### config.mk
export PLATFORM = sky130hd
export DESIGN_NAME = omni_wheel_drive_mixer_core
export DESIGN_NICKNAME = d
export VERILOG_FILES = /design/src/hdl/omd_pkg.sv /design/src/hdl/omni_wheel_drive_mixer_core.sv /design/src/hdl/omd_front.sv /design/src/hdl/omd_queue.sv /design/src/hdl/omd_back.sv
export SDC_FILE = /design/constraint.sdc
export NUM_CORES = 2
export LEC_CHECK = 0
export ABC_CLOCK_PERIOD_IN_PS = 73700
export BUFFER_PORTS_ARGS = -buffer_cell sky130_fd_sc_hd__clkbuf_2
export CAP_MARGIN = 15
export CELL_PAD_IN_SITES_DETAIL_PLACEMENT = 0
export CELL_PAD_IN_SITES_GLOBAL_PLACEMENT = 1
export CORE_UTILIZATION = 55
export CTS_CLUSTER_DIAMETER = 30
export DETAILED_ROUTE_END_ITERATION = 10
export GPL_TIMING_DRIVEN = 0
export PLACE_DENSITY_LB_ADDON = 0.1
export SLEW_MARGIN = 30
export SYNTH_ARGS = -nofsm -noshare
export SYNTH_HDL_FRONTEND = slang
export SYNTH_SLANG_ARGS = --single-unit
### constraint.sdc
create_clock -name clock -period 73.7 [get_ports clock]
set_input_delay 7.37 -clock clock [delete_from_list [all_inputs] [get_ports clock]]
set_output_delay 7.37 -clock clock [all_outputs]
set_load 0.03 [all_outputs]
### src/hdl/omd_pkg.sv
`timescale 1ns / 1ps

package omd_pkg;

   // Sine magnitude precision and derived widths
   localparam int SINE_FRAC_BITS = 15;
   localparam int MAG_W          = SINE_FRAC_BITS + 1;
   localparam int SINE_SHIFT     = 30 - SINE_FRAC_BITS;

   localparam int WHEELS    = 3;
   localparam int ANGLE_W   = 9;
   localparam int HEADING_W = 11;
   localparam int POWER_W   = 8;
   localparam int K_W       = 7;
   localparam int SUM_W     = 13;
   localparam int FOLD_W    = 12;

   localparam int FULL_TURN     = 360;
   localparam int HALF_TURN     = 180;
   localparam int QUARTER_TURN  = 90;
   localparam int THREE_QUARTER = 270;
   localparam int ANGLE_BIAS    = 4 * FULL_TURN;

   // Divider: numerator 2*fs*mag + max, denominator 2*max
   localparam int NUM_W     = MAG_W + POWER_W + 1;
   localparam int DEN_W     = MAG_W + 1;
   localparam int DIV_STEPS = POWER_W;

   localparam int QUEUE_DEPTH = 4;
   localparam int QPTR_W      = $clog2(QUEUE_DEPTH);
   localparam int QCNT_W      = $clog2(QUEUE_DEPTH + 1);

   localparam int CSR_ADDR_W = 2;
   localparam int CSR_DATA_W = 9;

   typedef enum logic [CSR_ADDR_W-1:0] {
      CSR_FR_ANGLE   = 2'd0,
      CSR_BACK_ANGLE = 2'd1,
      CSR_FL_ANGLE   = 2'd2,
      CSR_FULL_SCALE = 2'd3
   } csr_index_type;

   typedef logic [MAG_W-1:0] mag_type;
   typedef logic [QUARTER_TURN:0][MAG_W-1:0] sine_lut_type;

   typedef struct packed {
      logic [WHEELS-1:0][ANGLE_W-1:0] angle;
      logic [POWER_W-1:0]             full_scale;
   } cfg_type;

   typedef struct packed {
      logic [WHEELS-1:0]             rev;
      logic [WHEELS-1:0][MAG_W-1:0] mag;
   } item_type;

   typedef struct packed {
      logic [WHEELS-1:0]               rev;
      logic [WHEELS-1:0][POWER_W-1:0] power;
   } result_type;

   typedef struct packed {
      logic full;
      logic empty;
   } queue_status_type;

   localparam logic [63:0] PI_Q60  = 64'h3243F6A8885A308D;
   localparam logic [63:0] PI_STEP = PI_Q60 / 64'd180;
   localparam logic [63:0] ONE_Q30 = 64'd1 << 30;
   localparam logic [63:0] HALF_Q30 = 64'd1 << 29;

   // shift-and-subtract quotient, elaboration only
   function automatic logic [63:0] udiv64(input logic [63:0] num, input logic [63:0] den);
      logic [63:0] rem, quo;
      rem = 64'd0;
      quo = 64'd0;
      for (int i = 63; i >= 0; i--) begin
         rem = {rem[62:0], num[i]};
         if (rem >= den) begin
            rem    = rem - den;
            quo[i] = 1'b1;
         end
      end
      return quo;
   endfunction

   // sin(k deg) in Q2.30 by series, evaluated at elaboration only
   function automatic logic [63:0] sine_q30(input int unsigned k);
      logic [63:0] x, x2, term, sum_pos, sum_neg, den;
      int unsigned n;
      x = ((PI_STEP * 64'(k)) + HALF_Q30) >> 30;
      x2 = ((x * x) + HALF_Q30) >> 30;
      term = x;
      sum_pos = x;
      sum_neg = 64'd0;
      for (n = 1; n <= 10; n++) begin
         den = 64'(2 * n) * 64'(2 * n + 1);
         term = udiv64((term * x2) + (den >> 1), den);
         term = (term + HALF_Q30) >> 30;
         if (n[0]) begin
            sum_neg = sum_neg + term;
         end else begin
            sum_pos = sum_pos + term;
         end
      end
      if (sum_neg >= sum_pos) begin
         return 64'd0;
      end
      sum_pos = sum_pos - sum_neg;
      if (sum_pos > ONE_Q30) begin
         sum_pos = ONE_Q30;
      end
      return sum_pos;
   endfunction

   function automatic sine_lut_type build_sine_lut();
      sine_lut_type lut;
      logic [63:0]  s30;
      int unsigned  k;
      for (k = 0; k <= QUARTER_TURN; k++) begin
         s30 = sine_q30(k);
         lut[k] = MAG_W'((s30 + (64'd1 << (SINE_SHIFT - 1))) >> SINE_SHIFT);
      end
      return lut;
   endfunction

   localparam sine_lut_type SINE_LUT = build_sine_lut();

endpackage

### src/hdl/omni_wheel_drive_mixer_core.sv
`timescale 1ns / 1ps

// Three-wheel omni drive mixer. Each req beat carries a signed heading in
// degrees; each rsp beat gives, per wheel, a power in 0..full_scale and a
// reverse bit, the wheel with the largest sine magnitude getting full_scale.
// One heading is taken per clock unless the queue is full, and results
// come out in order. A beat passes the angle fold and sine lookup
// registers, the 4-entry queue, the max and multiply registers, then the
// divider, one quotient bit per stage. A stalled rsp side holds the back
// pipeline only; the front keeps taking beats until the queue fills.
// The user writes mounting angles and full_scale via the csr port while
// no beat is in flight (not enforced by the block); angles above 359 wrap.

module omni_wheel_drive_mixer_core (
   input  logic                               clock,
   input  logic                               reset,
   input  logic                               req_tvalid,
   output logic                               req_tready,
   input  logic [15:0]                        req_tdata,  // [10:0] heading_deg
   output logic                               rsp_tvalid,
   input  logic                               rsp_tready,
   // [7:0] front_right_power, [8] front_right_reverse, [16:9] back_power,
   // [17] back_reverse, [25:18] front_left_power, [26] front_left_reverse
   output logic [31:0]                        rsp_tdata,
   input  logic                               csr_wen,
   input  logic [omd_pkg::CSR_ADDR_W-1:0]     csr_addr,
   input  logic [omd_pkg::CSR_DATA_W-1:0]     csr_wdata
);
   import omd_pkg::*;

   cfg_type          cfg_ff, cfg_in;
   queue_status_type q_status;
   logic             push, pop;
   item_type         push_item, head_item;
   result_type       result;

   always_comb begin
      cfg_in = cfg_ff;
      if (csr_wen) begin
         case (csr_addr)
            CSR_FR_ANGLE:   cfg_in.angle[0]   = csr_wdata[ANGLE_W-1:0];
            CSR_BACK_ANGLE: cfg_in.angle[1]   = csr_wdata[ANGLE_W-1:0];
            CSR_FL_ANGLE:   cfg_in.angle[2]   = csr_wdata[ANGLE_W-1:0];
            CSR_FULL_SCALE: cfg_in.full_scale = csr_wdata[POWER_W-1:0];
            default:        cfg_in = cfg_ff;
         endcase
      end
   end

   always_ff @(posedge clock) begin
      if (reset) begin
         cfg_ff.angle[0]   <= ANGLE_W'(60);
         cfg_ff.angle[1]   <= ANGLE_W'(180);
         cfg_ff.angle[2]   <= ANGLE_W'(300);
         cfg_ff.full_scale <= POWER_W'(100);
      end else begin
         cfg_ff <= cfg_in;
      end
   end

   omd_front u_front (
      .clock       (clock),
      .reset       (reset),
      .req_tvalid  (req_tvalid),
      .req_tready  (req_tready),
      .heading_deg (req_tdata[HEADING_W-1:0]),
      .cfg         (cfg_ff),
      .q_status    (q_status),
      .push        (push),
      .push_item   (push_item)
   );

   omd_queue u_queue (
      .clock     (clock),
      .reset     (reset),
      .push      (push),
      .push_item (push_item),
      .pop       (pop),
      .pop_item  (head_item),
      .status    (q_status)
   );

   omd_back u_back (
      .clock      (clock),
      .reset      (reset),
      .q_status   (q_status),
      .head_item  (head_item),
      .pop        (pop),
      .full_scale (cfg_ff.full_scale),
      .rsp_tvalid (rsp_tvalid),
      .rsp_tready (rsp_tready),
      .result     (result)
   );

   assign rsp_tdata = {5'b0,
                       result.rev[2], result.power[2],
                       result.rev[1], result.power[1],
                       result.rev[0], result.power[0]};

endmodule

### src/hdl/omd_front.sv
`timescale 1ns / 1ps

module omd_front (
   input  logic                              clock,
   input  logic                              reset,
   input  logic                              req_tvalid,
   output logic                              req_tready,
   input  logic signed [omd_pkg::HEADING_W-1:0] heading_deg,
   input  omd_pkg::cfg_type                  cfg,
   input  omd_pkg::queue_status_type         q_status,
   output logic                              push,
   output omd_pkg::item_type                 push_item
);
   import omd_pkg::*;

   logic                            advance;
   logic                            f1_valid_ff, f1_valid_in;
   logic                            f2_valid_ff, f2_valid_in;
   logic [WHEELS-1:0][ANGLE_W-1:0] f1_angle_ff, f1_angle_in;
   item_type                        f2_item_ff, f2_item_in;

   assign advance    = !f2_valid_ff || !q_status.full;
   assign req_tready = advance;
   assign push       = f2_valid_ff && !q_status.full;
   assign push_item  = f2_item_ff;

   assign f1_valid_in = req_tvalid;
   assign f2_valid_in = f1_valid_ff;

   // wheel angle = (heading - mount) mod 360, biased positive then folded
   always_comb begin
      logic [ANGLE_W-1:0]     mount;
      logic [SUM_W-1:0]       sum;
      logic [FOLD_W-1:0]      v;
      for (int w = 0; w < WHEELS; w++) begin
         mount = cfg.angle[w];
         if (mount >= ANGLE_W'(FULL_TURN)) begin
            mount = mount - ANGLE_W'(FULL_TURN);
         end
         sum = SUM_W'(ANGLE_BIAS) + SUM_W'(heading_deg) - SUM_W'(mount);
         v = sum[FOLD_W-1:0];
         if (v >= FOLD_W'(4 * FULL_TURN)) begin
            v = v - FOLD_W'(4 * FULL_TURN);
         end
         if (v >= FOLD_W'(2 * FULL_TURN)) begin
            v = v - FOLD_W'(2 * FULL_TURN);
         end
         if (v >= FOLD_W'(FULL_TURN)) begin
            v = v - FOLD_W'(FULL_TURN);
         end
         f1_angle_in[w] = v[ANGLE_W-1:0];
      end
   end

   // quadrant fold and table lookup
   always_comb begin
      logic [ANGLE_W-1:0] a;
      logic [ANGLE_W-1:0] k;
      mag_type            mag;
      for (int w = 0; w < WHEELS; w++) begin
         a = f1_angle_ff[w];
         if (a inside {[0:QUARTER_TURN]}) begin
            k = a;
         end else if (a inside {[QUARTER_TURN+1:HALF_TURN]}) begin
            k = ANGLE_W'(HALF_TURN) - a;
         end else if (a inside {[HALF_TURN+1:THREE_QUARTER]}) begin
            k = a - ANGLE_W'(HALF_TURN);
         end else begin
            k = ANGLE_W'(FULL_TURN) - a;
         end
         mag = SINE_LUT[k[K_W-1:0]];
         f2_item_in.mag[w] = mag;
         f2_item_in.rev[w] = (a > ANGLE_W'(HALF_TURN)) && (mag != '0);
      end
   end

   always_ff @(posedge clock) begin
      if (reset) begin
         f1_valid_ff <= 1'b0;
         f2_valid_ff <= 1'b0;
      end else if (advance) begin
         f1_valid_ff <= f1_valid_in;
         f2_valid_ff <= f2_valid_in;
      end
   end

   always_ff @(posedge clock) begin
      if (advance) begin
         f1_angle_ff <= f1_angle_in;
         f2_item_ff  <= f2_item_in;
      end
   end

endmodule

### src/hdl/omd_queue.sv
`timescale 1ns / 1ps

module omd_queue (
   input  logic                      clock,
   input  logic                      reset,
   input  logic                      push,
   input  omd_pkg::item_type         push_item,
   input  logic                      pop,
   output omd_pkg::item_type         pop_item,
   output omd_pkg::queue_status_type status
);
   import omd_pkg::*;

   item_type            entries_ff [QUEUE_DEPTH];
   logic [QPTR_W-1:0]   wr_ptr_ff, wr_ptr_in;
   logic [QPTR_W-1:0]   rd_ptr_ff, rd_ptr_in;
   logic [QCNT_W-1:0]   count_ff, count_in;
   logic                do_push, do_pop;

   assign status.full  = (count_ff == QCNT_W'(QUEUE_DEPTH));
   assign status.empty = (count_ff == '0);
   assign do_push      = push && !status.full;
   assign do_pop       = pop && !status.empty;
   assign pop_item     = entries_ff[rd_ptr_ff];

   always_comb begin
      wr_ptr_in = do_push ? wr_ptr_ff + QPTR_W'(1) : wr_ptr_ff;
      rd_ptr_in = do_pop ? rd_ptr_ff + QPTR_W'(1) : rd_ptr_ff;
      count_in  = count_ff;
      if (do_push && !do_pop) begin
         count_in = count_ff + QCNT_W'(1);
      end else if (do_pop && !do_push) begin
         count_in = count_ff - QCNT_W'(1);
      end
   end

   always_ff @(posedge clock) begin
      if (reset) begin
         wr_ptr_ff <= '0;
         rd_ptr_ff <= '0;
         count_ff  <= '0;
      end else begin
         wr_ptr_ff <= wr_ptr_in;
         rd_ptr_ff <= rd_ptr_in;
         count_ff  <= count_in;
      end
   end

   always_ff @(posedge clock) begin
      if (do_push) begin
         entries_ff[wr_ptr_ff] <= push_item;
      end
   end

endmodule

### src/hdl/omd_back.sv
`timescale 1ns / 1ps

module omd_back (
   input  logic                          clock,
   input  logic                          reset,
   input  omd_pkg::queue_status_type     q_status,
   input  omd_pkg::item_type             head_item,
   output logic                          pop,
   input  logic [omd_pkg::POWER_W-1:0]   full_scale,
   output logic                          rsp_tvalid,
   input  logic                          rsp_tready,
   output omd_pkg::result_type           result
);
   import omd_pkg::*;

   logic advance;

   // B0: item plus largest magnitude
   logic      b0_valid_ff, b0_valid_in;
   item_type  b0_item_ff;
   mag_type   b0_max_ff, b0_max_in;

   // B1: numerators and shared denominator
   logic                          b1_valid_ff;
   logic [WHEELS-1:0]             b1_rev_ff;
   logic [WHEELS-1:0][NUM_W-1:0] b1_num_ff, b1_num_in;
   logic [DEN_W-1:0]              b1_den_ff, b1_den_in;

   // restoring divide, one quotient bit per stage
   logic                          dv_valid_ff [DIV_STEPS];
   logic [WHEELS-1:0]             dv_rev_ff   [DIV_STEPS];
   logic [DEN_W-1:0]              dv_den_ff   [DIV_STEPS];
   logic [WHEELS-1:0][NUM_W-1:0] dv_rem_ff   [DIV_STEPS];
   logic [WHEELS-1:0][POWER_W-1:0] dv_quo_ff [DIV_STEPS];

   logic                          src_valid [DIV_STEPS];
   logic [WHEELS-1:0]             src_rev   [DIV_STEPS];
   logic [DEN_W-1:0]              src_den   [DIV_STEPS];
   logic [WHEELS-1:0][NUM_W-1:0] src_rem   [DIV_STEPS];
   logic [WHEELS-1:0][POWER_W-1:0] src_quo [DIV_STEPS];

   logic [WHEELS-1:0][NUM_W-1:0]   dv_rem_in [DIV_STEPS];
   logic [WHEELS-1:0][POWER_W-1:0] dv_quo_in [DIV_STEPS];

   assign advance     = !rsp_tvalid || rsp_tready;
   assign pop         = advance && !q_status.empty;
   assign b0_valid_in = !q_status.empty;

   always_comb begin
      b0_max_in = head_item.mag[0];
      if (head_item.mag[1] > b0_max_in) begin
         b0_max_in = head_item.mag[1];
      end
      if (head_item.mag[2] > b0_max_in) begin
         b0_max_in = head_item.mag[2];
      end
   end

   // all-zero sines: numerators are zero, a unit denominator gives zero power
   always_comb begin
      for (int w = 0; w < WHEELS; w++) begin
         b1_num_in[w] = NUM_W'({full_scale, 1'b0}) * NUM_W'(b0_item_ff.mag[w])
                        + NUM_W'(b0_max_ff);
      end
      if (b0_max_ff == '0) begin
         b1_den_in = DEN_W'(1);
      end else begin
         b1_den_in = {b0_max_ff, 1'b0};
      end
   end

   for (genvar s = 0; s < DIV_STEPS; s++) begin : g_src
      if (s == 0) begin : g_first
         assign src_valid[s] = b1_valid_ff;
         assign src_rev[s]   = b1_rev_ff;
         assign src_den[s]   = b1_den_ff;
         assign src_rem[s]   = b1_num_ff;
         assign src_quo[s]   = '0;
      end else begin : g_next
         assign src_valid[s] = dv_valid_ff[s-1];
         assign src_rev[s]   = dv_rev_ff[s-1];
         assign src_den[s]   = dv_den_ff[s-1];
         assign src_rem[s]   = dv_rem_ff[s-1];
         assign src_quo[s]   = dv_quo_ff[s-1];
      end
   end

   always_comb begin
      logic [NUM_W-1:0] dshift;
      for (int s = 0; s < DIV_STEPS; s++) begin
         dshift = NUM_W'(src_den[s]) << (DIV_STEPS - 1 - s);
         for (int w = 0; w < WHEELS; w++) begin
            if (src_rem[s][w] >= dshift) begin
               dv_rem_in[s][w] = src_rem[s][w] - dshift;
               dv_quo_in[s][w] = {src_quo[s][w][POWER_W-2:0], 1'b1};
            end else begin
               dv_rem_in[s][w] = src_rem[s][w];
               dv_quo_in[s][w] = {src_quo[s][w][POWER_W-2:0], 1'b0};
            end
         end
      end
   end

   always_ff @(posedge clock) begin
      if (reset) begin
         b0_valid_ff <= 1'b0;
         b1_valid_ff <= 1'b0;
         for (int s = 0; s < DIV_STEPS; s++) begin
            dv_valid_ff[s] <= 1'b0;
         end
      end else if (advance) begin
         b0_valid_ff <= b0_valid_in;
         b1_valid_ff <= b0_valid_ff;
         for (int s = 0; s < DIV_STEPS; s++) begin
            dv_valid_ff[s] <= src_valid[s];
         end
      end
   end

   always_ff @(posedge clock) begin
      if (advance) begin
         b0_item_ff <= head_item;
         b0_max_ff  <= b0_max_in;
         b1_rev_ff  <= b0_item_ff.rev;
         b1_num_ff  <= b1_num_in;
         b1_den_ff  <= b1_den_in;
         for (int s = 0; s < DIV_STEPS; s++) begin
            dv_rev_ff[s] <= src_rev[s];
            dv_den_ff[s] <= src_den[s];
            dv_rem_ff[s] <= dv_rem_in[s];
            dv_quo_ff[s] <= dv_quo_in[s];
         end
      end
   end

   assign rsp_tvalid   = dv_valid_ff[DIV_STEPS-1];
   assign result.rev   = dv_rev_ff[DIV_STEPS-1];
   assign result.power = dv_quo_ff[DIV_STEPS-1];

endmodule

After elaboration in Yosys (flattened, before gate mapping)
Memory sizes are Yosys's and may differ from the RTL's. A register that Yosys moved wholly into a read port is not among the register bits.
Index checks and enable logic that the tools add are counted.
Cells by class
  multiply operators: 3
  reductions and logical operators: 37
  equal/unequal tests: 4
  add/subtract/negate cells: 56
  order comparisons: 62
  bitwise operators: 8
  muxes and demuxes: 95
Operators by type and width (number)
  $mux 25: 24
  $mux 16: 5
  $add 25x16->25: 3
  $ge 25x17->1: 3
  $ge 25x18->1: 3
  $ge 25x19->1: 3
  $ge 25x20->1: 3
  $ge 25x21->1: 3
  $ge 25x22->1: 3
  $ge 25x23->1: 3
  $ge 25x24->1: 3
  $sub 25x17->25: 3
  $sub 25x18->25: 3
  $sub 25x19->25: 3
  $sub 25x20->25: 3
  $sub 25x21->25: 3
  $sub 25x22->25: 3
  $sub 25x23->25: 3
  $sub 25x24->25: 3
  $mul 8x16->24: 3
  $mux 12: 6
  $mux 7: 9
  $mux 9: 6
  $sub 9x9->9 const B: 6
  other kinds (39): 155
Storage, ports and cells
  memory bits (read-only): 6144
  bits in writable memories: 1164
  bits of input ports: 32
  flip-flop bits (word level): 286
  memories kept: 9
  output and inout port bits: 34
Memories
  (no name shown): words 128, bits a word 16, read ports 1, clocked after memory_dff 0, wr ports 0, RTL line omd_front.sv:71  | mag = SINE_LUT[k[K_W-1:0]];
  (no name shown): words 128, bits a word 16, read ports 1, clocked after memory_dff 0, wr ports 0, RTL line omd_front.sv:71
  (no name shown): words 128, bits a word 16, read ports 1, clocked after memory_dff 0, wr ports 0, RTL line omd_front.sv:71
  u_back.dv_rem_ff: words 8, bits a word 75, read ports 7, clocked after memory_dff 0, wr ports 8, RTL line omd_back.sv:33  | logic [WHEELS-1:0][NUM_W-1:0] dv_rem_ff [DIV_STEPS];
  u_queue.entries_ff: words 4, bits a word 51, read ports 1, clocked after memory_dff 1, wr ports 1, RTL line omd_queue.sv:14  | item_type entries_ff [QUEUE_DEPTH];
  u_back.dv_quo_ff: words 8, bits a word 24, read ports 8, clocked after memory_dff 0, wr ports 8, RTL line omd_back.sv:34  | logic [WHEELS-1:0][POWER_W-1:0] dv_quo_ff [DIV_STEPS];
  3 more memories

Depth between registers and ports, before layout
  depth in word-level cells: 9
  mapped depth: 32
  depth with buffers taken out: 28

Modules after synthesis
Synthesis repeated with hierarchy kept, for this count alone.
Unflattened totals
  cell total of the unflattened synthesis: 8937
  area, all modules: 92232.2 um^2
By module, submodules not included
  omd_back: sequential area each 27966.8 um^2, cells each 6538, times used 1, area each 68599.5 um^2
  omd_front: sequential area each 2382.3 um^2, cells each 1946, times used 1, area each 14328.7 um^2
  omd_queue: sequential area each 6306.0 um^2, cells each 315, times used 1, area each 7885.1 um^2
  omni_wheel_drive_mixer_core: sequential area each 700.7 um^2, cells each 138, times used 1, area each 1418.9 um^2

Least setup slack after synthesis
Ideal clock, no wire load.
  path type: in2reg
  start point: input rsp_tready
  end point: register u_queue.count_ff[2]
  cell stages on the path: 9
  arrival time: 30.126 ns
  slack: 43.503 ns
  cell sequence: nor2b_1 -> inv_1 -> o31ai_1 -> ha_1 -> inv_1 -> fa_1 -> xor2_1 -> or3_1 -> a21oi_1
Between the ends
  cells in the longest elaborated chain, start to end: 6
Ends and longest elaborated chain
  start, declared: RTL line omni_wheel_drive_mixer_core.sv:21  | input logic rsp_tready,
  $logic_or 1x1->1 *: RTL line omd_back.sv:45  | assign advance = !rsp_tvalid || rsp_tready;
  $logic_and 1x1->1 *: RTL line omd_back.sv:46  | assign pop = advance && !q_status.empty;
  $logic_and 1x1->1 *: RTL line omd_queue.sv:23  | assign do_pop = pop && !status.empty;
  $logic_not 1->1: RTL line omd_queue.sv:30  | if (do_push && !do_pop) begin
  $logic_and 1x1->1: RTL line omd_queue.sv:30
  $mux 3 / $reduce_bool 2->1 (equally long branches)
  end signal, assigned: RTL line omd_queue.sv:45  | count_ff <= count_in;
  end, declared: RTL line omd_queue.sv:17  | logic [QCNT_W-1:0] count_ff, count_in;
Every way passes the cells marked *; elsewhere a longest branch is shown, timed or not.
A chain may end at the register's enable or synchronous reset.

==> summary.txt <==
Die
  – Row cnt: 147
  – Die Wd: 404 um
  – Chip Height: 404 um
  – # IOs: 66
  – Die area: 0.163 mm2
  – Starting Density: 55.4%
  – Area of the core: 0.160 mm2

Final layout
  – Fin nets: 10,100
  – Commonest cells after routing, fill and taps aside: edfxtp_1 (1,212), nand2_1 (888), inv_1 (733), ha_1 (714), nor2_1 (597)
  – P&R area growth vs syn: 14.2%
  – Commonest non-fill, non-tap cell in the layout: edfxtp_1
  – Post-layout util: 63.3%
  – Fillers: 13,100
  – Share of cells above drive strength 1: 8.52%

Synthesis
  – Synth Flop Type: edfxtp_1
  – Syn avg cell area: 10.3 um2
  – Synth warnings: 0
  – Mapped Cells: 8,666
  – Yosys top cell area share: 41.0%
  – Async set or reset register ratio after synthesis: 0%
  – Leading area contributor after synthesis: edfxtp_1
  – Post-synth cell types: 113
  – Post-synth EDFFs: 1,212
  – Register area share after synthesis: 42.0%
  – Main area contributors after synthesis: edfxtp_1 (41%), ha_1 (10%), fa_1 (6.3%)
  – Mapped cell area: 0.0888 mm2
  – Seq cells post-synth: 1,260

Critical path
  – Reg-to-Reg End: u_back.b1_num_ff[20]
  – CP peak stage delay: 0.88 ns
  – Critical path capture point type: register
  – R2r worst-path depth: 27
  – WP data required: 74.23 ns
  – CP cell instances: clkbuf_2 > inv_1 > fa_1 > nor2b_1 > o21ai_0 > a211oi_1 > or3_1 > inv_1 > ha_1 > nand3_1 > nor4_1 > nor3_1 > or3_1 > a21oi_2 > mux2_2 > a21boi_2 > mux2i_1 > and4_1 > o21ai_4 > a21boi_0 > nor3_1
  – CP Launch Type: primary input
  – Critical path data arrival time: 13.44 ns
  – Worst-path fanout max: 9
  – Crit path from: req_tdata[1]
  – Critical path's top delay family: simple AND/OR/NAND/NOR gates
  – Slowest CP cell: nor3_1
  – RR Startpoint: cfg_ff[3]
  – Setup CP Type: in -> reg
  – R2r setup slk: 65.79 ns
  – CP bufs+invs: 3

Global routing
  – GRT overflow: 0
  – All-Layer GR Usage: 32.1%
  – Antenna violations before repair: 2
  – Largest net degree at the start of global routing: 106
  – Vias in the first global route: 67,100
  – First-pass GRT wire length: 398,000 um

CTS
  – Total CTS buffers: 283
  – Insertion delay to the later sink of the worst-skew pair: 0.94 ns
  – Total setup buffers inserted after CTS: 0
  – Post-CTS sizing: 0
  – Root Driver: clkbuf_16
  – TritonCTS Sinks: 1,260
  – CTS tree: done
  – Clock Pin Slew Worst Setup and Hold Paths: 0.05 ns
  – H-tree levels: 5
  – # hold bufs at CTS: 0
  – CTS Buffer Depth: 4

Routing
  – Vias/cell: 6.07
  – Number of remaining DRC errors: 0
  – Vias: 69,200
  – Pre-antenna DRT Iters: 7
  – Detailed Route Iter0 Violations: 6,385
  – Routed len/inst: 23.3 um
  – Routed WL: 265,000 um
  – Antenna Nets Post-Route: 0

Timing
  – RSZ-0062 raised after global routing: false
  – Min Clock Period, post-route: 12.92 ns
  – Clock Skew: 0.0820 ns
  – Max Fclk: 0.0774 GHz
  – Post-route setup slack: 60.78 ns
  – Tcrit/Tclk final: 17.5%
  – Setup TNS: 0 ns
  – Hold_ws: 0.391 ns
  – Setup violators final: 0
  – Worst-margin pin slew: 1.07 ns
  – Final Hold Fails: 0
  – Slew margin rel.: 28.1%
  – Final Max Tran Viols: 0

Placement
  – Post-detail-place hpwl: 203,000 um
  – Placer congestion estimate: 0.999
  – Post-Place Worst Slack: 60.02 ns
  – IO Port Bufs: 53

Min path
  – Endpoint, Worst Hold: u_back.dv_quo_ff[1][83]
  – Worst min path class: reg -> reg
  – Hold depth: 0
  – HP Start: u_back.dv_quo_ff[1][58]

Run
  – Maxcap violations: 0

Status
  – Outcome: finished clean
-- worst reg2reg max path: cells and delay by family (launching register included) --
kind | cells | cell delay, ns
AND/OR/NAND/NOR | 4 | 0.67
AO/OA/AOI/OAI | 9 | 1.94
adder cells (fa/ha/maj) | 6 | 2.73
XOR/XNOR | 2 | 0.44
buffers and inverters | 6 | 1.43
flip-flops | 1 | 0.44
-- logic make-up (layout without fill, tap and decap cells) --
family                     Yosys count  after routing  synth area share, %
buffers and inverters             1064           1628                 4.67
xor gates and xnor gates           455            455                 4.57
adders and majority gates          996            996                 16.4
and+or+nand+nor                   2591           2591                 14.0
muxes                              199            199                 3.14
other                                1              9              0.00422
AOI/OAI and AO/OA                 2100           2100                 15.2
DFF                               1260           1260                 42.0
-- worst max-delay path by stage --
stage                               to  slack [ns]  cells past startpoint
2_1_floorplan      u_queue.count_ff[2]       43.50                      9
3_3_place_gp       u_queue.count_ff[2]       32.05                     10
3_5_place_dp   u_front.f1_angle_ff[24]       60.02                     21
4_1_cts        u_front.f1_angle_ff[24]       60.93                     21
5_1_grt        u_front.f1_angle_ff[24]       60.52                     22
6_report       u_front.f1_angle_ff[24]       60.78                     21
-- cells in the mapped netlist, types with 76 or more instances --
cell type and count:
a21boi_0 126, a21o_1 133, a21oi_1 566, a31oi_1 76, and2_1 215, clkbuf_1 243, edfxtp_1 1212, fa_1 280
ha_1 714, inv_1 734, nand2_1 888, nand2b_1 123, nand3_1 121, nand4_1 85, nor2_1 597, nor2b_1 91
nor3_1 155, o21a_1 88, o21ai_0 490, o31ai_1 84, xnor2_1 290, xor2_1 158
-- state kept, by name (all words and copies together), names as in the netlist, 24 cells and up, named ones only --
register / cells
cfg_ff: 35
u_back.b0_item_ff: 51
u_back.dv_rev_ff: 24
u_back.dv_quo_ff: 108
u_back.dv_den_ff: 119
u_back.dv_rem_ff: 511
u_back.b1_num_ff: 73
u_queue.entries_ff: 204
u_front.push_item: 51
u_front.f1_angle_ff: 27
-- cell type report --
type,instances,area [um2],area share [%]
multi-input combinational,6346,47400,46.7
timing repair buffer,69,646,0.636
tap,2160,2700,2.66
sequential,1260,37400,36.8
inverter,745,2800,2.76
buffer,319,1360,1.34
clock inverter,165,1750,1.72
clock buffer,330,7470,7.36
antenna,4,10.0,0.00986
-- through the flow --
stage          std cells  area [um2]
6_report           11400      102000
5_1_grt            11400      101000
4_1_cts            11400      101000
3_5_place_dp       10900       92300
3_3_place_gp       10900       91800
2_1_floorplan       8670       88900
-- routing by layer --
metal  vias to the layer above  part of all wire, %  track usage (%)
met5                         -                    0                0
met1                     33700                   41             40.8
met2                      2637                   48             53.8
li1                      32200                    -                -
met3                       620                  6.0             4.45
met4                         0                  5.2             15.9
Power is left out: the tool's default activity adds up to more than one toggle a clock period on the data nets, which glitch-free logic cannot reach.
